<file path="src/hw/rtl/mmt_pkg.sv">
// Shared types and constants for the matrix-by-transpose multiplier.
// Used by mmt_store, mmt_seq, mmt_mac and matrix_multiply_by_transpose.
package mmt_pkg;

   // Parameter defaults
   localparam int MAX_ROWS_DEFAULT = 8;
   localparam int MAX_LEN_DEFAULT  = 16;

   // Field widths
   localparam int ELEM_W  = 16;
   localparam int PROD_W  = 32;
   localparam int ACC_W   = 40;   // holds 64 full-scale products without wrap
   localparam int DOT_W   = 36;
   localparam int ROW_W   = 3;
   localparam int COL_W   = 4;
   localparam int CNT_W   = 4;    // row count registers
   localparam int LEN_W   = 5;    // inner length register
   localparam int PADDR_W = 4;

   // Saturation limits of the 36-bit signed result
   localparam logic signed [ACC_W-1:0] DOT_MAX = 40'sh07_FFFF_FFFF;
   localparam logic signed [ACC_W-1:0] DOT_MIN = -40'sh08_0000_0000;

   // Register reset values
   localparam logic [CNT_W-1:0] A_ROWS_RESET = 4'd8;
   localparam logic [LEN_W-1:0] LEN_RESET    = 5'd16;
   localparam logic [CNT_W-1:0] B_ROWS_RESET = 4'd8;

   // Register indexes (paddr[3:2])
   typedef enum logic [1:0] {
      REG_A_ROWS = 2'd0,
      REG_LEN    = 2'd1,
      REG_B_ROWS = 2'd2,
      REG_NONE   = 2'd3
   } reg_index_type;

   // Request function codes
   typedef enum logic [1:0] {
      FUNC_WRITE_A = 2'd0,
      FUNC_WRITE_B = 2'd1,
      FUNC_START   = 2'd2,
      FUNC_NOP     = 2'd3
   } func_type;

   // Control tag that travels with each multiply-accumulate step
   typedef struct packed {
      logic             valid;
      logic             first;     // first term of a dot product
      logic             last_term; // last term: emit the sum
      logic             last_all;  // last term of the whole run
      logic             zero;      // empty inner length: force the term to zero
      logic [ROW_W-1:0] row;
      logic [ROW_W-1:0] col;
   } mmt_tag_type;

endpackage

</file>
<file path="src/hw/rtl/mmt_store.sv">
// Element store: one write port, one registered read port.
// Depends on mmt_pkg for the element width.
module mmt_store
   import mmt_pkg::*;
#(
   parameter int DEPTH  = MAX_ROWS_DEFAULT * MAX_LEN_DEFAULT,
   parameter int ADDR_W = $clog2(MAX_ROWS_DEFAULT * MAX_LEN_DEFAULT)
) (
   input  logic              clock,
   input  logic              wr_en,
   input  logic [ADDR_W-1:0] wr_addr,
   input  logic [ELEM_W-1:0] wr_data,
   input  logic [ADDR_W-1:0] rd_addr,
   output logic [ELEM_W-1:0] rd_data
);

   logic [ELEM_W-1:0] mem [DEPTH];
   logic [ELEM_W-1:0] rd_data_ff;

   always_ff @(posedge clock) begin
      if (wr_en) begin
         mem[wr_addr] <= wr_data;
      end
      rd_data_ff <= mem[rd_addr];
   end

   assign rd_data = rd_data_ff;

endmodule

</file>
<file path="config.mk">
export PLATFORM = sky130hd
export DESIGN_NAME = mmt_store
export DESIGN_NICKNAME = d
export VERILOG_FILES = /design/src/hw/rtl/mmt_pkg.sv /design/src/hw/rtl/mmt_store.sv
export SDC_FILE = /design/constraint.sdc
export NUM_CORES = 2
export LEC_CHECK = 0
export ABC_CLOCK_PERIOD_IN_PS = 3000
export BUFFER_PORTS_ARGS = -buffer_cell sky130_fd_sc_hd__buf_2
export CELL_PAD_IN_SITES_DETAIL_PLACEMENT = 0
export CELL_PAD_IN_SITES_GLOBAL_PLACEMENT = 1
export CORE_MARGIN = 3
export CORE_UTILIZATION = 57
export DETAILED_ROUTE_END_ITERATION = 8
export HOLD_SLACK_MARGIN = 0.03
export MAX_ROUTING_LAYER = met4
export PLACE_DENSITY = 0.83
export REMOVE_ABC_BUFFERS = 1
export SYNTH_ARGS = -nofsm -noshare
export SYNTH_HDL_FRONTEND = slang
export SYNTH_SLANG_ARGS = --single-unit
export TNS_END_PERCENT = 50
</file>
<file path="constraint.sdc">
create_clock -name clock -period 3 [get_ports clock]
set_input_delay 0.15 -clock clock [delete_from_list [all_inputs] [get_ports clock]]
set_output_delay 0.15 -clock clock [all_outputs]
set_load 0.03 [all_outputs]
</file>
==> impl_results.md <==
* Port Buffer Count at 47
* Cts bufs inserted at 190
* Main combinational cell family by area after synthesis: multiplexers
* Worst EP required at 3.70 ns
* Fin util at 66.1%
* Share of cells above drive strength 1 at 36.4%
* Initial antenna violation count at 11
* CTS H-tree lvls at 4
* Horiz. Die Dim at 377 µm
* Post-Syn Instances at 3086
* Root buffer cell: clkbuf_16
* Largest net degree at the start of global routing at 129
* Worst-path fanout max at 2
* # fillers at 7866
* Via count at 38100
* Max cap viols at 0
* Sequential share of the synthesized area at 78.7%
* Seq pwr share at 53.2%
* Drt initial violations at 6555
* Leak pwr at 28.2 nW
* NetSw at 12.8 mW
* Switch share at 21.2%
* Final Net Count at 3495
* FMAX at 375 MHz
* Postcts setup bufs at 0
* Crit-path slowest cell: mux4_2
* Internal power at 47.3 mW
* Via-to-Cell Ratio at 7.04
* Relative slew slack at 28.7%
* Max Root-Sink Buffers at 3
* Drt drc at 0
* Synth unique cells at 17
* Final setup fails at 0
* Critical path type: reg2reg
* Starting density of the core at 57.7%
* Core Region at 0.136 mm²
* Synth Area in XOR/XNOR at 0%
* Slew @ Worst Pin at 1.07 ns
* GPL Wtd Cong at 0.826
* Worst Hold End: mem[113][6]$_DFFE_PP_
* Reg clk slew, reported paths at 0.07 ns
* Final HPWL DP at 112000 µm
* DR top layer: met4
* Most frequent cells in the layout: 2048 x edfxtp_1, 672 x mux4_2, 232 x buf_4
* Adder-cell share of the synthesized area at 0%
* Power density cells at 668 mW/mm²
* Total track usage at 31.1%
* Worst r2r src: mem[30][6]$_DFFE_PP_
* Hold depth at 1
* YS warnings at 0
* I/O pins at 48
* CTS tree: yes
* Mux contribution to synthesized area at 19.5%
* Crit path largest cell delay at 0.67 ns
* Hold Path Origin: wr_data[6]
* Reg2reg path depth at 4
* Number of global-route vias before repair at 39000
* Buffers plus inverters on the worst setup path at 0
* Later-pin clock latency in the skew report at 0.82 ns
* Area Overhead vs Synth at 14.5%
* Synth Cell Area at 0.0785 mm²
* Rows at 135
* Max rail drop VDD at 631 µV
* #FFs+latches synth at 2064
* Metal-1 WL at 68700 µm
* First-pass GRT wire length at 297000 µm
* Slew Viols, Final at 0
* Most common cell after layout, fill and taps aside: edfxtp_1
* Endpoint type of the worst setup path: register
* Worst clock skew at 0.0394 ns
* Hold crit path type: in2reg
* Logic pwr share at 5.4%
* First-pass DRT Iterations at 7
* RSZ-0062 raised after global routing: no
* Crit start category: register
* Critical Path AT at 3.36 ns
* Chip Height at 377 µm
* Avg WL per Cell at 38.8 µm
* Die area at 0.142 mm²
* Syn Area/Cell at 25.4 µm²
* FF-to-FF End: rd_data[6]$_DFF_P_
* Reg area at 0.0618 mm²
* Most used cell, CP: mux4_2
* Total power at 60.1 mW
* Multi-input logic area at 0.0161 mm²
* Routed Antenna Nets at 0
* Grt total ovfl at 0
* Internal reg-to-reg setup slack at 0.33 ns
* Cell Chain, Critical Path: mux4_2 -> mux4_2 -> mux4_2 -> mux2_2
* WL met3 at 27700 µm
* Clk network pwr share at 41.4%
* Crit path time final at 2.67 ns
* Final wirelength at 210000 µm
* Status: complete, no violations
* Synth Area in Compound Gates at 0%
* Period utilisation layout at 88.9%
* Clock sinks at 2064
* Worst path top cell family by delay: multiplexers
* Post-Synth Simple-Gate Area at 0.888%
* Hold slack at 0.106 ns
* Met2 Wirelength at 104000 µm
* Final Hold Fails at 0
-- stage by stage --
step	cells	setup slack, ns	TNS (ns)	area (µm²)
after floorplan	2922	0.768	0	77800
after global placement	5028	-0.0712	-0.172	83300
after detailed placement	5028	-0.120	-0.368	83300
after CTS	5402	0.403	0	89900
after global routing	5407	0.317	0	89900
final	5415	0.332	0	89900
-- cell type report --
| class | instances | share of cell area, % |
|---|---|---|
| Sequential cell | 2064 | 68.7 |
| Multi-Input combinational cell | 858 | 17.9 |
| Clock buffer | 231 | 5.69 |
| Timing Repair Buffer | 349 | 3.80 |
| Tap cell | 1781 | 2.48 |
| Clock inverter | 119 | 1.41 |
| Antenna cell | 13 | 0.0362 |
-- power by group through the flow --
stage	registers [mW]	logic [mW]	clock network (mW)
CTS	32.0	3.20	25.0
floorplan	32.6	1.19	0
detailed placement	32.6	3.10	0
global route	32.0	3.33	26.0
global placement	32.6	3.00	0
finish	32.0	3.24	24.9
-- routing by layer --
metal | track usage (%) | up-vias
li1 | - | 14200
met1 | 40.4 | 20000
met2 | 48.1 | 3287
met3 | 7.48 | 578
met4 | 12.8 | 0
met5 | - | -
-- cell families (layout without fill, tap and decap cells) --
kind of cell | after synthesis | count (layout)
muxes | 688 | 688
other | 0 | 13
DFF | 2064 | 2064
buffers and inverters | 164 | 699
and+or+nand+nor | 170 | 170
-- cells in the mapped netlist --
cell type	number	area (µm²)
buf_6	1	11.3
nand2_1	14	52.6
nor3_1	9	45.0
mux2_2	16	180
or3_1	1	6.26
clkbuf_1	82	308
dfxtp_1	16	320
buf_4	1	7.51
mux4_2	672	15100
nand3_1	12	60.1
nor2b_1	7	43.8
nand2b_1	2	12.5
buf_1	28	105
nor2_1	122	458
buf_2	52	260
nand4_1	3	18.8
edfxtp_1	2048	61500
-- worst max-delay path by stage --
stage / startpoint / endpoint / depth (start not counted)
after floorplan: wr_addr[3] / mem[102][0]$_DFFE_PP_ / 3
after global placement: rd_addr[0] / rd_data[14]$_DFF_P_ / 7
after global routing: mem[30][6]$_DFFE_PP_ / rd_data[6]$_DFF_P_ / 4
final: mem[30][6]$_DFFE_PP_ / rd_data[6]$_DFF_P_ / 4
after CTS: mem[30][6]$_DFFE_PP_ / rd_data[6]$_DFF_P_ / 4
after detailed placement: rd_addr[0] / rd_data[14]$_DFF_P_ / 7
-- state kept, by name (all words and copies together), names as in the netlist --
name,flops
mem,2048
rd_data,16
-- what timing repair did --
action / 4_1_cts / 5_1_grt
hold buffers: 24 / 0
endpoints found under the hold margin: 1059 / 0
gates resized for setup: 0 / 0
Power figures use the tool's default switching activity.
