`config.mk`:
```
export PLATFORM = sky130hd
export DESIGN_NAME = mmt_mac
export DESIGN_NICKNAME = d
export VERILOG_FILES = /design/src/hw/rtl/mmt_pkg.sv /design/src/hw/rtl/mmt_mac.sv
export SDC_FILE = /design/constraint.sdc
export NUM_CORES = 1
export LEC_CHECK = 0
export ABC_AREA = 1
export BUFFER_PORTS_ARGS = -buffer_cell sky130_fd_sc_hd__buf_2
export CAP_MARGIN = 20
export CORE_MARGIN = 8
export CORE_UTILIZATION = 65
export CTS_BUF_LIST = sky130_fd_sc_hd__clkbuf_16
export CTS_CLUSTER_DIAMETER = 40
export CTS_CLUSTER_SIZE = 25
export DETAILED_ROUTE_END_ITERATION = 16
export HOLD_SLACK_MARGIN = 0.05
export MAX_ROUTING_LAYER = met4
export PLACE_DENSITY_LB_ADDON = 0.15
export SLEW_MARGIN = 20
export SYNTH_ARGS = -nofsm -noshare
export SYNTH_HDL_FRONTEND = slang
export SYNTH_SLANG_ARGS = --single-unit
```
`constraint.sdc`:
```
create_clock -name clock -period 17.61 [get_ports clock]
set_input_delay 0.8805 -clock clock [delete_from_list [all_inputs] [get_ports clock]]
set_output_delay 0.8805 -clock clock [all_outputs]
set_load 0.02 [all_outputs]
```
`src/hw/rtl/mmt_pkg.sv`:
```
// Shared types and constants for the matrix-by-transpose multiplier.
// Used by mmt_store, mmt_seq, mmt_mac and matrix_multiply_by_transpose.
package mmt_pkg;

   // Parameter defaults
   localparam int MAX_ROWS_DEFAULT = 8;
   localparam int MAX_LEN_DEFAULT  = 16;

   // Field widths
   localparam int ELEM_W  = 16;
   localparam int PROD_W  = 32;
   localparam int ACC_W   = 40;   // holds 64 full-scale products without wrap
   localparam int DOT_W   = 36;
   localparam int ROW_W   = 3;
   localparam int COL_W   = 4;
   localparam int CNT_W   = 4;    // row count registers
   localparam int LEN_W   = 5;    // inner length register
   localparam int PADDR_W = 4;

   // Saturation limits of the 36-bit signed result
   localparam logic signed [ACC_W-1:0] DOT_MAX = 40'sh07_FFFF_FFFF;
   localparam logic signed [ACC_W-1:0] DOT_MIN = -40'sh08_0000_0000;

   // Register reset values
   localparam logic [CNT_W-1:0] A_ROWS_RESET = 4'd8;
   localparam logic [LEN_W-1:0] LEN_RESET    = 5'd16;
   localparam logic [CNT_W-1:0] B_ROWS_RESET = 4'd8;

   // Register indexes (paddr[3:2])
   typedef enum logic [1:0] {
      REG_A_ROWS = 2'd0,
      REG_LEN    = 2'd1,
      REG_B_ROWS = 2'd2,
      REG_NONE   = 2'd3
   } reg_index_type;

   // Request function codes
   typedef enum logic [1:0] {
      FUNC_WRITE_A = 2'd0,
      FUNC_WRITE_B = 2'd1,
      FUNC_START   = 2'd2,
      FUNC_NOP     = 2'd3
   } func_type;

   // Control tag that travels with each multiply-accumulate step
   typedef struct packed {
      logic             valid;
      logic             first;     // first term of a dot product
      logic             last_term; // last term: emit the sum
      logic             last_all;  // last term of the whole run
      logic             zero;      // empty inner length: force the term to zero
      logic [ROW_W-1:0] row;
      logic [ROW_W-1:0] col;
   } mmt_tag_type;

endpackage

```
`src/hw/rtl/mmt_mac.sv`:
```
// Shared multiply-accumulate unit with saturation and result register.
// Depends on mmt_pkg for widths, limits and the step tag.
module mmt_mac
   import mmt_pkg::*;
(
   input  logic                    clock,
   input  logic                    reset,
   input  mmt_tag_type             tag,       // aligned with the read addresses
   input  logic [ELEM_W-1:0]       a_data,    // registered read, in the cycle after the tag
   input  logic [ELEM_W-1:0]       b_data,
   output logic                    rsp_valid,
   output logic signed [DOT_W-1:0] rsp_dot_value,
   output logic [ROW_W-1:0]        rsp_out_row,
   output logic [ROW_W-1:0]        rsp_out_col,
   output logic                    rsp_last
);

   mmt_tag_type              tag_d1_ff, tag_d2_ff;
   logic signed [PROD_W-1:0] prod_ff, prod_in;
   logic signed [ACC_W-1:0]  acc_ff, acc_in, term;
   logic                     valid_ff;
   logic signed [DOT_W-1:0]  dot_ff, dot_in;
   logic [ROW_W-1:0]         row_ff, col_ff;
   logic                     last_ff;

   assign prod_in = $signed(a_data) * $signed(b_data);

   always_comb begin
      term   = tag_d2_ff.zero ? '0 : ACC_W'(prod_ff);
      acc_in = tag_d2_ff.first ? term : acc_ff + term;
      if (acc_in > DOT_MAX) begin
         dot_in = DOT_W'(DOT_MAX);
      end else if (acc_in < DOT_MIN) begin
         dot_in = DOT_W'(DOT_MIN);
      end else begin
         dot_in = acc_in[DOT_W-1:0];
      end
   end

   always_ff @(posedge clock) begin
      if (reset) begin
         tag_d1_ff <= '0;
         tag_d2_ff <= '0;
         valid_ff  <= 1'b0;
      end else begin
         tag_d1_ff <= tag;
         tag_d2_ff <= tag_d1_ff;
         valid_ff  <= tag_d2_ff.valid && tag_d2_ff.last_term;
      end
   end

   always_ff @(posedge clock) begin
      prod_ff <= prod_in;
      if (tag_d2_ff.valid) begin
         acc_ff <= acc_in;
      end
      if (tag_d2_ff.valid && tag_d2_ff.last_term) begin
         dot_ff  <= dot_in;
         row_ff  <= tag_d2_ff.row;
         col_ff  <= tag_d2_ff.col;
         last_ff <= tag_d2_ff.last_all;
      end
   end

   assign rsp_valid     = valid_ff;
   assign rsp_dot_value = dot_ff;
   assign rsp_out_row   = row_ff;
   assign rsp_out_col   = col_ff;
   assign rsp_last      = last_ff;

endmodule

```
==> qor.txt, run 1 <==
combinational family with the most area after synthesis = adder cells
crit path launch type = input port
simple-gate share of the synthesized area = 0.190
Most used DFF post-synth = edfxtp_1
slew margin rel. = 0.405
Top cell by count, worst path = fa_1
crit path time final = 6380 ps
Post-CTS Hold Fix Bufs = 0
Routed Antenna Nets = 0
Seq/Total Area, Yosys = 0.201
Final Slew Violations = 0
H-tree Lvls = 4
drt first-iter violations = 954
Yosys cell types = 43
worst hold path class = reg2reg
cell taking the most area after synthesis = fa_1
Post-synth EDFFs = 83
synthesized net count = 2705
DIE WIDTH = 182 um
TNS Setup = 0 ps
CP Capture Type = register
final worst path period share = 0.362
warning count from the yosys run = 0
WS Path Type = in2reg
Num Clock Sinks = 138
GRT overflow = 0
Root Buffer = clkbuf_16
initial core utilization = 0.663
share of cells above drive strength 1 = 0.0693
Synth Area in Compound Gates = 0.0538
CTS max path bufs = 2
adder-cell area share of the yosys netlist = 0.379
drt drc = 0
clk_skew = 14.5 ps
most common cell in the netlist = inv_1
Synth Instances = 2276
post-synthesis mux area share = 0
post-DP HPWL = 35300 um
CP bufs+invs = 4
Mapped Area = 0.0179 mm2
TritonCTS clock tree = built
Crit path required time = 17960 ps
CP top delay family = adder cells
via count = 13900
worst-path cell with the longest stage delay = fa_1
vias in the first global route = 15000
total of fill cells in the finished design = 2190
Clock Latency Late Sink = 420 ps
total core area = 0.0270 mm2
Antenna Cells = 0
global placer's final weighted congestion = 0.982
WL per Instance = 16.0 um
status = complete, no violations
largest net degree at the start of global routing = 69
post-synth top area share = 0.295
Least-Margin Pin Slew = 889 ps
Hold Vio Cnt, Final = 0
crit path cell chain = buf_2, inv_1, nor2_1, fa_1, fa_1, fa_1, fa_1, fa_1, inv_1, fa_1, inv_1, ha_1, nand2_1, nor4_1, nand3_1, o21ai_0, a21oi_1, o21ai_0, xor2_1
PostCTS Resize Cnt = 0
reg2reg setup slack = 13630 ps
Critical Path AT = 6730 ps
unrepaired setup endpoints after global routing = false
Clock transition at path regs = 70 ps
Post-synth top cells = inv_1, nand2_1, fa_1
GR Util All Layers = 0.278
total CTS buffers = 17
Die Height = 182 um
Setup Viol. Count Final = 0
initial antenna violation count = 0
drt first pass iters = 5
first-pass GRT wire length = 71900 um
final WL = 42700 um
# rows = 60
Critical Path Max Stage Delay = 550 ps
input/output buffers = 88
max-cap violations = 0
Layout area overhead = 6.51%
synthesized-area fraction occupied by xor and xnor cells = 0.0319
vias per std cell = 5.22
Synth Register Bits = 138
top cells by area, synth = fa_1, edfxtp_1, inv_1, nand2_1, ha_1
post-CTS setup buffer count = 0
Die Footprint = 0.0330 mm2
crit path max fanout = 17
async set-reset flop share out of synthesis = 0
syn_area_per_cell = 7.85 um2
I/O Pins = 89
fin nets = 2739
Max Fclk = 157 MHz
==> worst reg2reg max path: stages, from the launching register on <==
cell and delay, ps:
dfxtp_1 310, buf_4 290, inv_1 180, nand2_1 190, inv_1 210, ha_1 450
nand2_1 180, nor2_2 150, inv_1 80, nor3_2 180, nand3_1 120, nand4_1 110
nand3_1 110, nand2_1 160, nand3_2 110, o21bai_4 700, nand2_1 160
==> cells in the final DEF (no fill, tap or decap), drive strengths merged <==
cell / count
nand4: 13
edfxtp: 83
o21bai: 11
nand3: 39
nand3b: 4
clkinv: 5
bufinv: 1
ha: 121
o21a: 4
buf: 92
o2111ai: 2
xor2: 31
fa: 263
inv: 602
o211ai: 2
xnor2: 34
a21oi: 107
a21o: 5
o31ai: 1
and3: 1
o211a: 1
nor2: 185
a31oi: 4
or2: 6
o21ai: 34
nor4: 2
nand2: 583
and2: 2
nor3: 12
clkbuf: 18
dfxtp: 55
==> sequential cells by signal (all words and copies together), names as in the netlist <==
name,count
acc_ff,40
prod_ff,32
rsp_dot_value,36
rsp_last,1
rsp_out_col,3
rsp_out_row,3
rsp_valid,1
tag_d1_ff,11
tag_d2_ff,11
==> metal layers <==
layer / routed length, um / track usage
met1: 17000 / 0.321
met2: 21200 / 0.477
met3: 2530 / 0.0383
met4: 1990 / 0.128
met5: 0 / -
==> per-stage QoR <==
step | std cells | area (um2) | utilization | setup slack, ps | hold slack (ps)
after floorplan | 2276 | 17900 | - | 11280 | 386
after global routing | 2664 | 19000 | 0.706 | 10880 | 404
final | 2664 | 19000 | 0.706 | 11230 | 400
after CTS | 2664 | 19000 | 0.706 | 11190 | 404
after global placement | 2632 | 18400 | 0.684 | 10930 | 386
after detailed placement | 2632 | 18400 | 0.684 | 10760 | 389
==> layout make-up <==
| type | count | area [um2] | area share |
|---|---|---|---|
| well taps | 341 | 427 | 0.0224 |
| flip-flops and latches | 138 | 3590 | 0.189 |
| inverters | 594 | 2230 | 0.117 |
| repair buffers | 92 | 470 | 0.0247 |
| multi-input cells | 1467 | 11700 | 0.615 |
| clock buffers | 18 | 450 | 0.0237 |
| clock inverters | 14 | 150 | 0.00789 |
==> logic make-up (layout without fill, tap and decap cells) <==
kind of cell,after synthesis,after routing
AOI/OAI and AO/OA,171,171
xor gates and xnor gates,65,65
adders and majority gates,384,384
buffers and inverters,671,718
DFF,138,138
and+or+nand+nor,847,847
==> path summary, 6_finish.rpt <==
check / cells after the start / endpoint / start
max: 19 / prod_ff[30] / b_data[15]
min: 2 / tag_d2_ff[10] / tag_d1_ff[10]
max reg2reg: 16 / rsp_dot_value[22] / tag_d2_ff[6]
min reg2reg: 2 / tag_d2_ff[10] / tag_d1_ff[10]
Power of run 1 is left out: the tool's default activity adds up to more than one toggle a clock period on the data nets, which glitch-free logic cannot reach.
==> inputs of run 2 (changes only) <==
ABC_AREA = 0   (was 1)
CORE_UTILIZATION = 58   (was 65)
clock period = 5.2 ns   (was 17.61 ns; I/O delays follow)
==> run 2 against run 1 <==
Net effect:
- critical path depth up 3
- register-to-register slack worse by 13000 ps
- worst setup slack worse by 11000 ps
- die area up 6.1%
- sequential share of layout area down 0.99 points
- synthesized cell count down 21%
- final cell count down 9.0%
- design area up 5.6%
- via count down 8.0%
- sequential cell count unchanged
- highest routed layer unchanged
==> qor.txt, run 2 <==
status = complete, no violations
final worst path period share = 0.994
Num Clock Sinks = 138
Die Height = 187 um
warning count from the yosys run = 0
vias per std cell = 5.28
Antenna Cells = 0
first-pass GRT wire length = 65700 um
Seq/Total Area, Yosys = 0.211
slew margin rel. = 0.326
initial antenna violation count = 0
final WL = 38900 um
Setup Viol. Count Final = 0
vias in the first global route = 13300
Final Slew Violations = 0
total CTS buffers = 17
Clock transition at path regs = 70 ps
CP top delay family = adder cells
Synth Register Bits = 138
CP bufs+invs = 5
Crit path required time = 5540 ps
total core area = 0.0288 mm2
drt drc = 0
crit path time final = 5170 ps
Hold Vio Cnt, Final = 0
Largest Register = acc_ff
input/output buffers = 88
total of fill cells in the finished design = 2300
WS Path Type = in2reg
synthesized net count = 2237
# rows = 62
crit path max fanout = 5
Root Buffer = clkbuf_16
async set-reset flop share out of synthesis = 0
TritonCTS clock tree = built
Largest register FFs = 40
largest net degree at the start of global routing = 45
Die Footprint = 0.0351 mm2
Mapped Area = 0.0170 mm2
Post-synth top cells = inv_1, fa_1, nand2_1
post-route design area = 0.0201 mm2
Max Fclk = 194 MHz
Yosys cell types = 63
clk_skew = 13.5 ps
initial core utilization = 0.591
Routed Antenna Nets = 0
CTS max path bufs = 2
commonest non-fill, non-tap cell in the layout = inv_1
drt first-iter violations = 721
worst hold path class = in2reg
crit path cell chain = buf_8, and2_4, fa_1, inv_1, fa_1, fa_1, inv_1, fa_1, fa_1, inv_1, fa_1, inv_2, ha_4, a21o_1, a21oi_2, o221a_2, o21ai_2, a311oi_2, o21ai_2, or2_4, a21oi_2, xnor2_1
crit path launch type = input port
Least-Margin Pin Slew = 1010 ps
top cells by area, synth = fa_1, edfxtp_1, ha_1, inv_1, dfxtp_1
global placer's final weighted congestion = 0.924
CP Capture Type = register
GR Util All Layers = 0.232
GRT overflow = 0
Post-synth EDFFs = 83
WL per Instance = 16.0 um
Top cell by count, worst path = fa_1
most common cell in the netlist = inv_1
TNS Setup = 0 ps
drt first pass iters = 5
I/O Pins = 89
H-tree Lvls = 4
share of cells above drive strength 1 = 0.186
Clock Latency Late Sink = 430 ps
worst-path cell with the longest stage delay = fa_1
most frequent cells in the layout = inv_1, fa_1, nand2_1
syn_area_per_cell = 9.41 um2
Most used DFF post-synth = edfxtp_1
Critical Path Max Stage Delay = 520 ps
DIE WIDTH = 187 um
Critical Path AT = 5510 ps
Synth Instances = 1808
Placement Cell Area = 0.0191 mm2
cell taking the most area after synthesis = fa_1
post-synth top area share = 0.309
fin nets = 2455
post-DP HPWL = 31900 um
max-cap violations = 0
unrepaired setup endpoints after global routing = true
Layout area overhead = 18.0%
via count = 12800
## run 2: cell types whose count changed in the layout (fill, tap and decap cells not counted), moves of 19 or more
cell / before / now
a21o_1: 5 / 32
a21oi_1: 105 / 70
and2_1: 2 / 112
buf_2: 88 / 69
buf_4: 4 / 157
inv_1: 587 / 335
nand2_1: 579 / 166
nand3_1: 36 / 16
nor2_1: 173 / 66
nor2b_1: 0 / 63
o21ai_1: 0 / 56
## run 2: per-layer routing
layer	vias to the layer above	track usage	share of wire
met5	-	-	0
met2	335	0.377	0.48
li1	6178	-	-
met1	6236	0.311	0.47
met4	0	0.0483	0.011
met3	36	0.0265	0.047
## run 2: worst paths after layout
path	cells after the start	slack (ps)	end	from
worst max-delay path	22	30	prod_ff[27]	a_data[8]
worst min-delay path	2	50	tag_d1_ff[6]	tag[6]
worst max register to register	12	590	rsp_dot_value[12]	tag_d2_ff[6]
worst min register to register	0	400	rsp_out_row[2]	tag_d2_ff[5]
## run 2: cell type report
type / instances / area (um2) / share of cell area
sequential: 138 / 3590 / 0.179
timing repair buffer: 262 / 2000 / 0.0995
clock buffer: 17 / 425 / 0.0212
tap: 384 / 480 / 0.0239
clock inverter: 15 / 131 / 0.00654
multi-input combinational: 1256 / 12100 / 0.604
inverter: 351 / 1320 / 0.0657
## run 2: through the flow
stage | instances | worst slack, ps | util | hold WS, ps
after detailed placement | 2372 | -526 | 0.663 | 389
after global placement | 2372 | -443 | 0.663 | 387
after global routing | 2423 | -159 | 0.698 | 55.6
final | 2423 | 33.5 | 0.698 | 49.2
after floorplan | 1808 | -158 | - | 332
after CTS | 2413 | 3.87 | 0.687 | 50.1
## run 2: logic make-up after synthesis
logic type,synth area share
fa+ha+maj,0.398
mux,0.00257
xor+xnor,0.0350
flops,0.211
buf+inv,0.0944
simple gates,0.146
compound gates,0.112
## run 2: what timing repair did
action	CTS	global route
resized for setup	11	96
endpoints found under the setup margin	7	13
endpoints found under the hold margin	8	0
cloned	0	0
pin swaps	11	66
hold buffers	8	0
setup buffers	1	10
Power of run 2 is left out for the same reason.
