==> src/hw/rtl/mmt_pkg.sv <==
// Shared types and constants for the matrix-by-transpose multiplier.
// Used by mmt_store, mmt_seq, mmt_mac and matrix_multiply_by_transpose.
package mmt_pkg;

   // Parameter defaults
   localparam int MAX_ROWS_DEFAULT = 8;
   localparam int MAX_LEN_DEFAULT  = 16;

   // Field widths
   localparam int ELEM_W  = 16;
   localparam int PROD_W  = 32;
   localparam int ACC_W   = 40;   // holds 64 full-scale products without wrap
   localparam int DOT_W   = 36;
   localparam int ROW_W   = 3;
   localparam int COL_W   = 4;
   localparam int CNT_W   = 4;    // row count registers
   localparam int LEN_W   = 5;    // inner length register
   localparam int PADDR_W = 4;

   // Saturation limits of the 36-bit signed result
   localparam logic signed [ACC_W-1:0] DOT_MAX = 40'sh07_FFFF_FFFF;
   localparam logic signed [ACC_W-1:0] DOT_MIN = -40'sh08_0000_0000;

   // Register reset values
   localparam logic [CNT_W-1:0] A_ROWS_RESET = 4'd8;
   localparam logic [LEN_W-1:0] LEN_RESET    = 5'd16;
   localparam logic [CNT_W-1:0] B_ROWS_RESET = 4'd8;

   // Register indexes (paddr[3:2])
   typedef enum logic [1:0] {
      REG_A_ROWS = 2'd0,
      REG_LEN    = 2'd1,
      REG_B_ROWS = 2'd2,
      REG_NONE   = 2'd3
   } reg_index_type;

   // Request function codes
   typedef enum logic [1:0] {
      FUNC_WRITE_A = 2'd0,
      FUNC_WRITE_B = 2'd1,
      FUNC_START   = 2'd2,
      FUNC_NOP     = 2'd3
   } func_type;

   // Control tag that travels with each multiply-accumulate step
   typedef struct packed {
      logic             valid;
      logic             first;     // first term of a dot product
      logic             last_term; // last term: emit the sum
      logic             last_all;  // last term of the whole run
      logic             zero;      // empty inner length: force the term to zero
      logic [ROW_W-1:0] row;
      logic [ROW_W-1:0] col;
   } mmt_tag_type;

endpackage

==> src/hw/rtl/mmt_seq.sv <==
// Sequencer: clearing pass after reset, then the row/row/term walk of a run.
// Depends on mmt_pkg for the step tag.
module mmt_seq
   import mmt_pkg::*;
#(
   parameter int MAX_LEN  = MAX_LEN_DEFAULT,
   parameter int DEPTH    = MAX_ROWS_DEFAULT * MAX_LEN_DEFAULT,
   parameter int ADDR_W   = $clog2(MAX_ROWS_DEFAULT * MAX_LEN_DEFAULT),
   parameter int K_W      = $clog2(MAX_LEN_DEFAULT)
) (
   input  logic              clock,
   input  logic              reset,
   input  logic              go,
   input  logic [ROW_W-1:0]  m_last,
   input  logic [ROW_W-1:0]  n_last,
   input  logic [K_W-1:0]    len_last,
   input  logic              len_zero,
   input  logic              run_done,
   output logic              busy,
   output logic              clear_en,
   output logic [ADDR_W-1:0] clear_addr,
   output logic [ADDR_W-1:0] a_addr,
   output logic [ADDR_W-1:0] b_addr,
   output mmt_tag_type       tag
);

   typedef enum logic [3:0] {
      ST_IDLE  = 4'b0001,
      ST_CLEAR = 4'b0010,
      ST_RUN   = 4'b0100,
      ST_DRAIN = 4'b1000
   } state_type;

   state_type         state_ff, state_in;
   logic [ADDR_W-1:0] clr_ff, clr_in;
   logic [ROW_W-1:0]  i_ff, i_in;
   logic [ROW_W-1:0]  j_ff, j_in;
   logic [K_W-1:0]    k_ff, k_in;
   logic              last_k, last_j, last_i;

   assign last_k = (k_ff == len_last);
   assign last_j = (j_ff == n_last);
   assign last_i = (i_ff == m_last);

   always_comb begin
      state_in = state_ff;
      clr_in   = clr_ff;
      i_in     = i_ff;
      j_in     = j_ff;
      k_in     = k_ff;
      unique case (state_ff)
         ST_IDLE: begin
            if (go) begin
               state_in = ST_RUN;
               i_in     = '0;
               j_in     = '0;
               k_in     = '0;
            end
         end
         ST_CLEAR: begin
            clr_in = clr_ff + 1'b1;
            if (clr_ff == ADDR_W'(DEPTH - 1)) begin
               state_in = ST_IDLE;
            end
         end
         ST_RUN: begin
            k_in = k_ff + 1'b1;
            if (last_k) begin
               k_in = '0;
               j_in = j_ff + 1'b1;
               if (last_j) begin
                  j_in = '0;
                  i_in = i_ff + 1'b1;
                  if (last_i) begin
                     state_in = ST_DRAIN;
                  end
               end
            end
         end
         ST_DRAIN: begin
            if (run_done) begin
               state_in = ST_IDLE;
            end
         end
         default: state_in = ST_IDLE;
      endcase
   end

   always_ff @(posedge clock) begin
      if (reset) begin
         state_ff <= ST_CLEAR;
         clr_ff   <= '0;
         i_ff     <= '0;
         j_ff     <= '0;
         k_ff     <= '0;
      end else begin
         state_ff <= state_in;
         clr_ff   <= clr_in;
         i_ff     <= i_in;
         j_ff     <= j_in;
         k_ff     <= k_in;
      end
   end

   assign busy       = (state_ff != ST_IDLE);
   assign clear_en   = (state_ff == ST_CLEAR);
   assign clear_addr = clr_ff;
   assign a_addr     = ADDR_W'(32'(i_ff) * MAX_LEN + 32'(k_ff));
   assign b_addr     = ADDR_W'(32'(j_ff) * MAX_LEN + 32'(k_ff));

   always_comb begin
      tag.valid     = (state_ff == ST_RUN);
      tag.first     = (k_ff == '0);
      tag.last_term = last_k;
      tag.last_all  = last_k && last_j && last_i;
      tag.zero      = len_zero;
      tag.row       = i_ff;
      tag.col       = j_ff;
   end

endmodule

==> config.mk <==
export PLATFORM = sky130hd
export DESIGN_NAME = mmt_seq
export DESIGN_NICKNAME = d
export VERILOG_FILES = /design/src/hw/rtl/mmt_pkg.sv /design/src/hw/rtl/mmt_seq.sv
export SDC_FILE = /design/constraint.sdc
export NUM_CORES = 1
export LEC_CHECK = 0
export BUFFER_PORTS_ARGS = -buffer_cell sky130_fd_sc_hd__buf_2
export CORE_MARGIN = 10
export CORE_UTILIZATION = 48
export CTS_CLUSTER_DIAMETER = 150
export DETAILED_ROUTE_END_ITERATION = 12
export GPL_ROUTABILITY_DRIVEN = 0
export PLACE_DENSITY = 0.89
export SKIP_LAST_GASP = 1
export SYNTH_ARGS = -nofsm -noshare
export SYNTH_HDL_FRONTEND = slang
export SYNTH_SLANG_ARGS = --single-unit
==> constraint.sdc <==
create_clock -name clock -period 2 [get_ports clock]
set_input_delay 0.2 -clock clock [delete_from_list [all_inputs] [get_ports clock]]
set_output_delay 0.2 -clock clock [all_outputs]
set_load 0.005 [all_outputs]
==> impl_metrics.py, run 1 <==
metrics = {
    "pwr": {
        "clock_power_share_pct": 24.1,
        "sw_frac_of_total_pct": 28.7,
        "power.ir.vdd_worst_mv": 0.421,
        "p_leak_nw": 0.707,
        "p_seq_share_pct": 54.4,
        "share_of_power_burned_in_combinational_logic_pct": 21.5,
        "pwr_density_cell_nw_per_um2": 578,
        "power_switching_w": 0.000249,
        "cell_internal_pwr_w": 0.000618,
    },
    "yosys": {
        "synth_async_sr_flop_share_pct": 0,
        "post_synth.cell_area_avg_sq_um": 9.12,
        "netlist-cell-type-count": 40,
        "post_synth_inst_count": 140,
        "synth_commonest_cells": "sky130_fd_sc_hd__dfxtp_1 (21), sky130_fd_sc_hd__nor2_1 (16), sky130_fd_sc_hd__buf_4 (12)",
        "ys.flop_type": "sky130_fd_sc_hd__dfxtp_1",
        "yosysWarnings": 0,
        "synthTopCellsByArea": "sky130_fd_sc_hd__dfxtp_1 (33%), sky130_fd_sc_hd__buf_4 (7.1%), sky130_fd_sc_hd__xor2_1 (6.9%)",
        "mapped_cell_area_sq_um": 1280,
        "number_of_storage_elements_in_the_synthesis_netlist": 21,
        "most_common_cell_in_the_synthesized_netlist": "sky130_fd_sc_hd__dfxtp_1",
        "yosysSeqAreaShare_pct": 32.9,
        "post-synth-top-area-fraction_pct": 32.9,
        "synth_enable_flop_cells": 0,
        "synth_top_cell_by_area": "sky130_fd_sc_hd__dfxtp_1",
        "syn-num-nets": 160,
    },
    "drt": {
        "route.detailed.vias_per_inst": 5.24,
        "antenna_left": 0,
        "drcViolationCount": 0,
        "routed-via-count": 1101,
        "wl_per_cell_um": 14.2,
        "drt_pass1_iterations": 3,
        "finalWirelength_um": 2990,
        "dr.first_iter.drc_count": 38,
    },
    "floorplan": {
        "floorplan.die.height_um": 71.6,
        "number_of_core_rows": 18,
        "coreArea_sq_um": 2500,
        "floorplan.initialDensity_pct": 51.1,
        "ioPinCount": 49,
        "fp.dieArea_sq_um": 5120,
        "die_width_um": 71.6,
    },
    "global_route": {
        "grt_util_all_layers_pct": 11.6,
        "grt_overflow": 0,
        "grt_start_max_net_pins": 25,
        "via_count_of_the_first_global_routing_pass": 1150,
        "grt_first_pass_wirelength_um": 5040,
        "antenna_found_initial": 0,
    },
    "setup_path": {
        "ff2ff_path_depth": 6,
        "launch_instance_of_the_worst_register_to_register_path": "k_ff[2]",
        "end_kind": "output pin",
        "crit_fanout": 7,
        "worstSetupPathType": "register to output pin",
        "startpoint": "k_ff[2]",
        "worst_setup_path_start_kind": "register",
        "ff2ff_setup_slack_ns": 0.17,
        "crit-reg2reg-capture": "i_ff[2]",
        "worst_ep_arrival_time_ns": 1.67,
        "crit_required_ns": 1.80,
        "worstSetupEndpoint": "tag[8]",
    },
    "cells_and_area": {
        "layout_fillers": 260,
        "layout.area.seq_sq_um": 420,
        "antenna_cells": 0,
        "fin_nets": 201,
        "area.growth.synth_to_final_pct": 17.5,
        "ratio_of_cells_with_drive_above_1_in_the_final_layout_pct": 33.9,
        "multi_input_comb_area_sq_um": 716,
        "stdcell_area_sq_um": 1500,
    },
    "clock_network": {
        "cts_tree": "done",
        "cts_hold_buf": 0,
        "cts_repair_resize_count": 0,
        "postCtsSetupBuffers": 0,
        "cts.path.max_buffers": 2,
        "cts_made_buffers": 3,
        "clkSinkCount": 21,
        "clock-root-buffer": "sky130_fd_sc_hd__clkbuf_4",
        "clk_pin_slew_ns": 0.12,
        "htreeDepth": 1,
        "clk-insertion-delay-late_ns": 0.31,
    },
    "timing": {
        "timing.final.max_slew_violations": 0,
        "timing_hold_violations_final": 0,
        "slew-limit-headroom_pct": 72.9,
        "final.min_clock_period_ns": 1.87,
        "finalCritPeriodShare_pct": 93.5,
        "grt_setup_unrepaired": "false",
        "hold_slack_ns": 0.225,
        "tns_setup_ns": 0,
        "timing_worst_slew_pin_value_ns": 0.406,
        "fmax_mhz": 534,
        "finalSetupViolations": 0,
        "finClkSkew_ns": 0.00702,
    },
    "placement": {
        "dpl-instance-area_sq_um": 1460,
        "hpwlAfterDp_um": 2330,
        "numPortBuffers": 46,
    },
    "outcome": {
        "run_status": "complete, no violations",
    },
    "worst_hold_path": {
        "hold_path_startpoint": "go",
        "hp-class": "input port to register",
    },
    "job": {
        "maxCapViolations": 0,
    },
}
## critical path, cell delays in order (launching register included)
cell,delay (ns)
sky130_fd_sc_hd__dfxtp_1,0.47
sky130_fd_sc_hd__xor2_1,0.17
sky130_fd_sc_hd__nor4_4,0.42
sky130_fd_sc_hd__buf_4,0.19
sky130_fd_sc_hd__buf_2,0.11
## cell type report
type                    instances  share of cell area, %
clock buffers                   4                   1.75
inverters                       5                   2.09
multi-input cells              99                   47.7
flip-flops and latches         21                   28.0
well taps                      30                   2.50
repair buffers                 51                   17.9
## per-stage QoR
stage          worst slack [ns]  util (%)  std cells  total power (W)
2_1_floorplan             0.269         -        140         0.000592
6_report                  0.129      60.0        210         0.000866
4_1_cts                  0.0722      59.4        208         0.000875
3_3_place_gp              0.177      58.3        204         0.000663
5_1_grt                 0.00881      60.0        210         0.000928
3_5_place_dp              0.144      58.3        204         0.000668
## layout by cell type (no fill, tap or decap), types with 2 or more instances in the layout
master	n
sky130_fd_sc_hd__nor3_1	5
sky130_fd_sc_hd__nor3b_1	3
sky130_fd_sc_hd__xor2_1	10
sky130_fd_sc_hd__nand3b_1	2
sky130_fd_sc_hd__a21oi_1	3
sky130_fd_sc_hd__o21ai_0	3
sky130_fd_sc_hd__clkbuf_4	3
sky130_fd_sc_hd__buf_4	5
sky130_fd_sc_hd__nand2_1	7
sky130_fd_sc_hd__nand3_1	4
sky130_fd_sc_hd__mux2i_1	3
sky130_fd_sc_hd__buf_2	46
sky130_fd_sc_hd__xnor2_1	7
sky130_fd_sc_hd__nand4_1	3
sky130_fd_sc_hd__or3_1	3
sky130_fd_sc_hd__a311oi_1	2
sky130_fd_sc_hd__o21ai_1	2
sky130_fd_sc_hd__ha_1	5
sky130_fd_sc_hd__nand2b_1	5
sky130_fd_sc_hd__nor2_1	16
sky130_fd_sc_hd__inv_1	4
sky130_fd_sc_hd__dfxtp_1	21
## kinds of logic (layout without fill, tap and decap cells)
logic type                 Yosys count  in the layout  synth area share (%)
adders and majority gates            5              5                  4.90
AOI/OAI and AO/OA                   19             19                  11.4
muxes                                4              4                  3.24
buffers and inverters               20             60                  11.0
DFF                                 21             21                  32.9
and+or+nand+nor                     54             54                  24.9
xor gates and xnor gates            17             17                  11.7
## registers in the layout, indices dropped and copies added, names as in the netlist
register and flops:
k_ff 4, state_ff 4, clear_addr 7, i_ff 3, j_ff 3
## metal layers
layer  vias up  track usage (%)  routed length [um]
met2        33             19.6                1400
met4         0             4.52                  33
met5         -                0                   0
met3         4             3.86                 240
li1        556                -                   -
met1       508             13.2                1310
## worst min-delay path by stage
| stage | slack [ns] | end | cells after the start |
|---|---|---|---|
| global placement | 0.40 | tag[6] | 0 |
| global route | 0.22 | state_ff[0] | 3 |
| CTS | 0.21 | state_ff[0] | 3 |
| floorplan | 0.37 | i_ff[0] | 2 |
| finish | 0.22 | state_ff[0] | 3 |
| detailed placement | 0.40 | tag[6] | 0 |
## power by group through the flow
stage	Clock, W	Sequential, W	Combinational, W
after floorplan	0	0.000482	0.000110
after global placement	0	0.000481	0.000183
after detailed placement	0	0.000481	0.000187
after CTS	0.000215	0.000472	0.000188
after global routing	0.000234	0.000477	0.000217
final	0.000209	0.000472	0.000186
No activity file was read; power rests on OpenSTA's default activity.
==> inputs of run 2 (changes only) <==
Settings changed: BUFFER_PORTS_ARGS -buffer_cell sky130_fd_sc_hd__buf_2 to default, CELL_PAD_IN_SITES_DETAIL_PLACEMENT from default to 0, CELL_PAD_IN_SITES_GLOBAL_PLACEMENT from default to 1, CORE_UTILIZATION 48 to 40, DONT_BUFFER_PORTS from default to 1, PLACE_DENSITY 0.89 to 0.83.
Clock period 2 ns to 1.7 ns, I/O delays scaled along.
==> run 2 against run 1 <==
Against the previous run:
- total power grew 18%
- the run now ends with setup timing left
- wire length grew 1.8%
- largest cell class unchanged
- largest power group unchanged
- sequential cell count is the same
==> impl_metrics.py, run 2 (synthesis results as in run 1) <==
metrics = {
    "setup_path": {
        "worst_setup_path_start_kind": "register",
        "ff2ff_setup_slack_ns": -0.007,
        "launch_instance_of_the_worst_register_to_register_path": "state_ff[1]",
        "crit-reg2reg-capture": "j_ff[1]",
        "crit_required_ns": 1.86,
        "worst_ep_arrival_time_ns": 1.86,
        "worstSetupPathType": "register to register",
        "crit_fanout": 7,
        "ff2ff_path_depth": 7,
        "end_kind": "register",
    },
    "placement": {
        "hpwlAfterDp_um": 2440,
        "dpl-instance-area_sq_um": 1420,
        "numPortBuffers": 0,
    },
    "floorplan": {
        "ioPinCount": 49,
        "fp.dieArea_sq_um": 5850,
        "number_of_core_rows": 20,
        "floorplan.initialDensity_pct": 41.8,
        "die_width_um": 76.5,
        "floorplan.die.height_um": 76.5,
        "coreArea_sq_um": 3050,
    },
    "cells_and_area": {
        "fin_nets": 180,
        "area.growth.synth_to_final_pct": 23.6,
        "most-common-layout-cells": "sky130_fd_sc_hd__buf_4 (28), sky130_fd_sc_hd__dfxtp_1 (16), sky130_fd_sc_hd__nor2_1 (14)",
        "layout_fillers": 284,
        "antenna_cells": 0,
        "stdcell_area_sq_um": 1580,
        "max_ffs_per_register": 7,
        "final_common_cell": "sky130_fd_sc_hd__buf_4",
        "ratio_of_cells_with_drive_above_1_in_the_final_layout_pct": 35.2,
    },
    "timing": {
        "final.min_clock_period_ns": 1.71,
        "finClkSkew_ns": 0.00848,
        "finalSetupViolations": 1,
        "slew-limit-headroom_pct": 48.9,
        "fmax_mhz": 586,
        "finalCritPeriodShare_pct": 100,
        "timing.final.max_slew_violations": 0,
        "timing_hold_violations_final": 0,
        "grt_setup_unrepaired": "true",
        "timing_worst_slew_pin_value_ns": 0.764,
        "final.setup.worst_slack_ns": -0.00727,
    },
    "drt": {
        "dr.first_iter.drc_count": 48,
        "routed-via-count": 1045,
        "drcViolationCount": 0,
        "antenna_left": 0,
        "finalWirelength_um": 3050,
        "route.detailed.vias_per_inst": 5.15,
        "wl_per_cell_um": 15.0,
        "drt_pass1_iterations": 5,
    },
    "clock_network": {
        "cts_tree": "done",
        "clock-root-buffer": "sky130_fd_sc_hd__clkbuf_4",
        "htreeDepth": 1,
        "clkSinkCount": 21,
        "cts.path.max_buffers": 2,
        "cts_made_buffers": 3,
        "clk-insertion-delay-late_ns": 0.30,
        "clk_pin_slew_ns": 0.12,
    },
    "pwr": {
        "p_leak_nw": 0.645,
        "clock_power_share_pct": 23.7,
        "power_switching_w": 0.000287,
        "sw_frac_of_total_pct": 28.0,
        "p_seq_share_pct": 52.7,
        "share_of_power_burned_in_combinational_logic_pct": 23.6,
        "pwr_density_cell_nw_per_um2": 649,
        "p_total_w": 0.00102,
        "cell_internal_pwr_w": 0.000736,
        "power.ir.vdd_worst_mv": 0.557,
    },
    "global_route": {
        "via_count_of_the_first_global_routing_pass": 1106,
        "antenna_found_initial": 0,
        "grt_util_all_layers_pct": 10.4,
        "grt_overflow": 0,
        "grt_start_max_net_pins": 20,
        "grt_first_pass_wirelength_um": 5140,
    },
    "job": {
        "maxCapViolations": 0,
    },
    "worst_hold_path": {
        "hold_path_end": "i_ff[0]",
        "holdPathStages": 2,
        "hold_path_startpoint": "reset",
        "hp-class": "input port to register",
    },
    "outcome": {
        "violations": "setup timing",
        "run_status": "complete, but fails checks",
    },
}
-- run 2: cell types whose count changed in the layout (fill, tap and decap cells not counted), sizes merged --
| cell | change |
|---|---|
| buf | -22 |
| dlygate4sd3 | +1 |
-- run 2: repair_timing --
action                                  4_1_cts  5_1_grt
buffers inserted                              0        3
hold buffers                                  1        0
resized for setup                             8       16
endpoints found under the setup margin        2       11
cloned                                        0        0
pin swaps                                     5        8
endpoints found under the hold margin        19        0
-- run 2: layout make-up --
class,count,area (sq um),area share [%]
flip-flops and latches,21,429,27.2
clock buffers,4,26.3,1.67
multi-input cells,99,801,50.8
repair buffers,30,235,14.9
well taps,44,55.1,3.49
inverters,5,31.3,1.98
-- run 2: power groups by stage --
stage,sequential [W],combinational (W),clock [W]
after CTS,0.000538,0.000239,0.000250
after global routing,0.000543,0.000274,0.000273
after global placement,0.000547,0.000218,0
final,0.000539,0.000242,0.000243
after floorplan,0.000567,0.000129,0
after detailed placement,0.000551,0.000228,0
-- run 2: worst max-delay path by stage --
stage / cells after the start / startpoint / slack (ns) / end
after floorplan: 5 / k_ff[0] / 0.006 / state_ff[2]
after global placement: 6 / state_ff[0] / 0.06 / k_ff[2]
after detailed placement: 6 / state_ff[0] / 0.008 / k_ff[2]
after CTS: 5 / k_ff[1] / -0.03 / tag[7]
after global routing: 6 / k_ff[2] / -0.05 / i_ff[2]
final: 7 / state_ff[1] / -0.007 / j_ff[1]
-- run 2: through the flow --
step                       TNS, ns  instances  hold slack (ns)  utilization, %  setup WS (ns)
after floorplan                  0        140            0.340               -        0.00589
after global placement           0        195            0.244            46.5         0.0637
after detailed placement         0        195            0.246            46.5        0.00844
after CTS                  -0.0346        200           0.0273            48.9        -0.0321
after global routing        -0.304        203           0.0234            51.7        -0.0453
final                     -0.00727        203           0.0312            51.7       -0.00727
-- run 2: layer usage --
metal	part of all wire, %	global-route usage (%)	wire [um]
met1	42	11.6	1280
met2	51	18.5	1540
met3	6.7	2.83	205
met4	0.43	2.97	13
met5	0	0	0
-- run 2: critical path, stage by stage (launching register included) --
cell and delay, ns:
sky130_fd_sc_hd__dfxtp_1 0.33, sky130_fd_sc_hd__or4b_4 0.54, sky130_fd_sc_hd__buf_8 0.16, sky130_fd_sc_hd__clkinv_8 0.05, sky130_fd_sc_hd__o41a_4 0.20, sky130_fd_sc_hd__nor2_4 0.07
sky130_fd_sc_hd__mux2i_1 0.16, sky130_fd_sc_hd__nor3_1 0.06
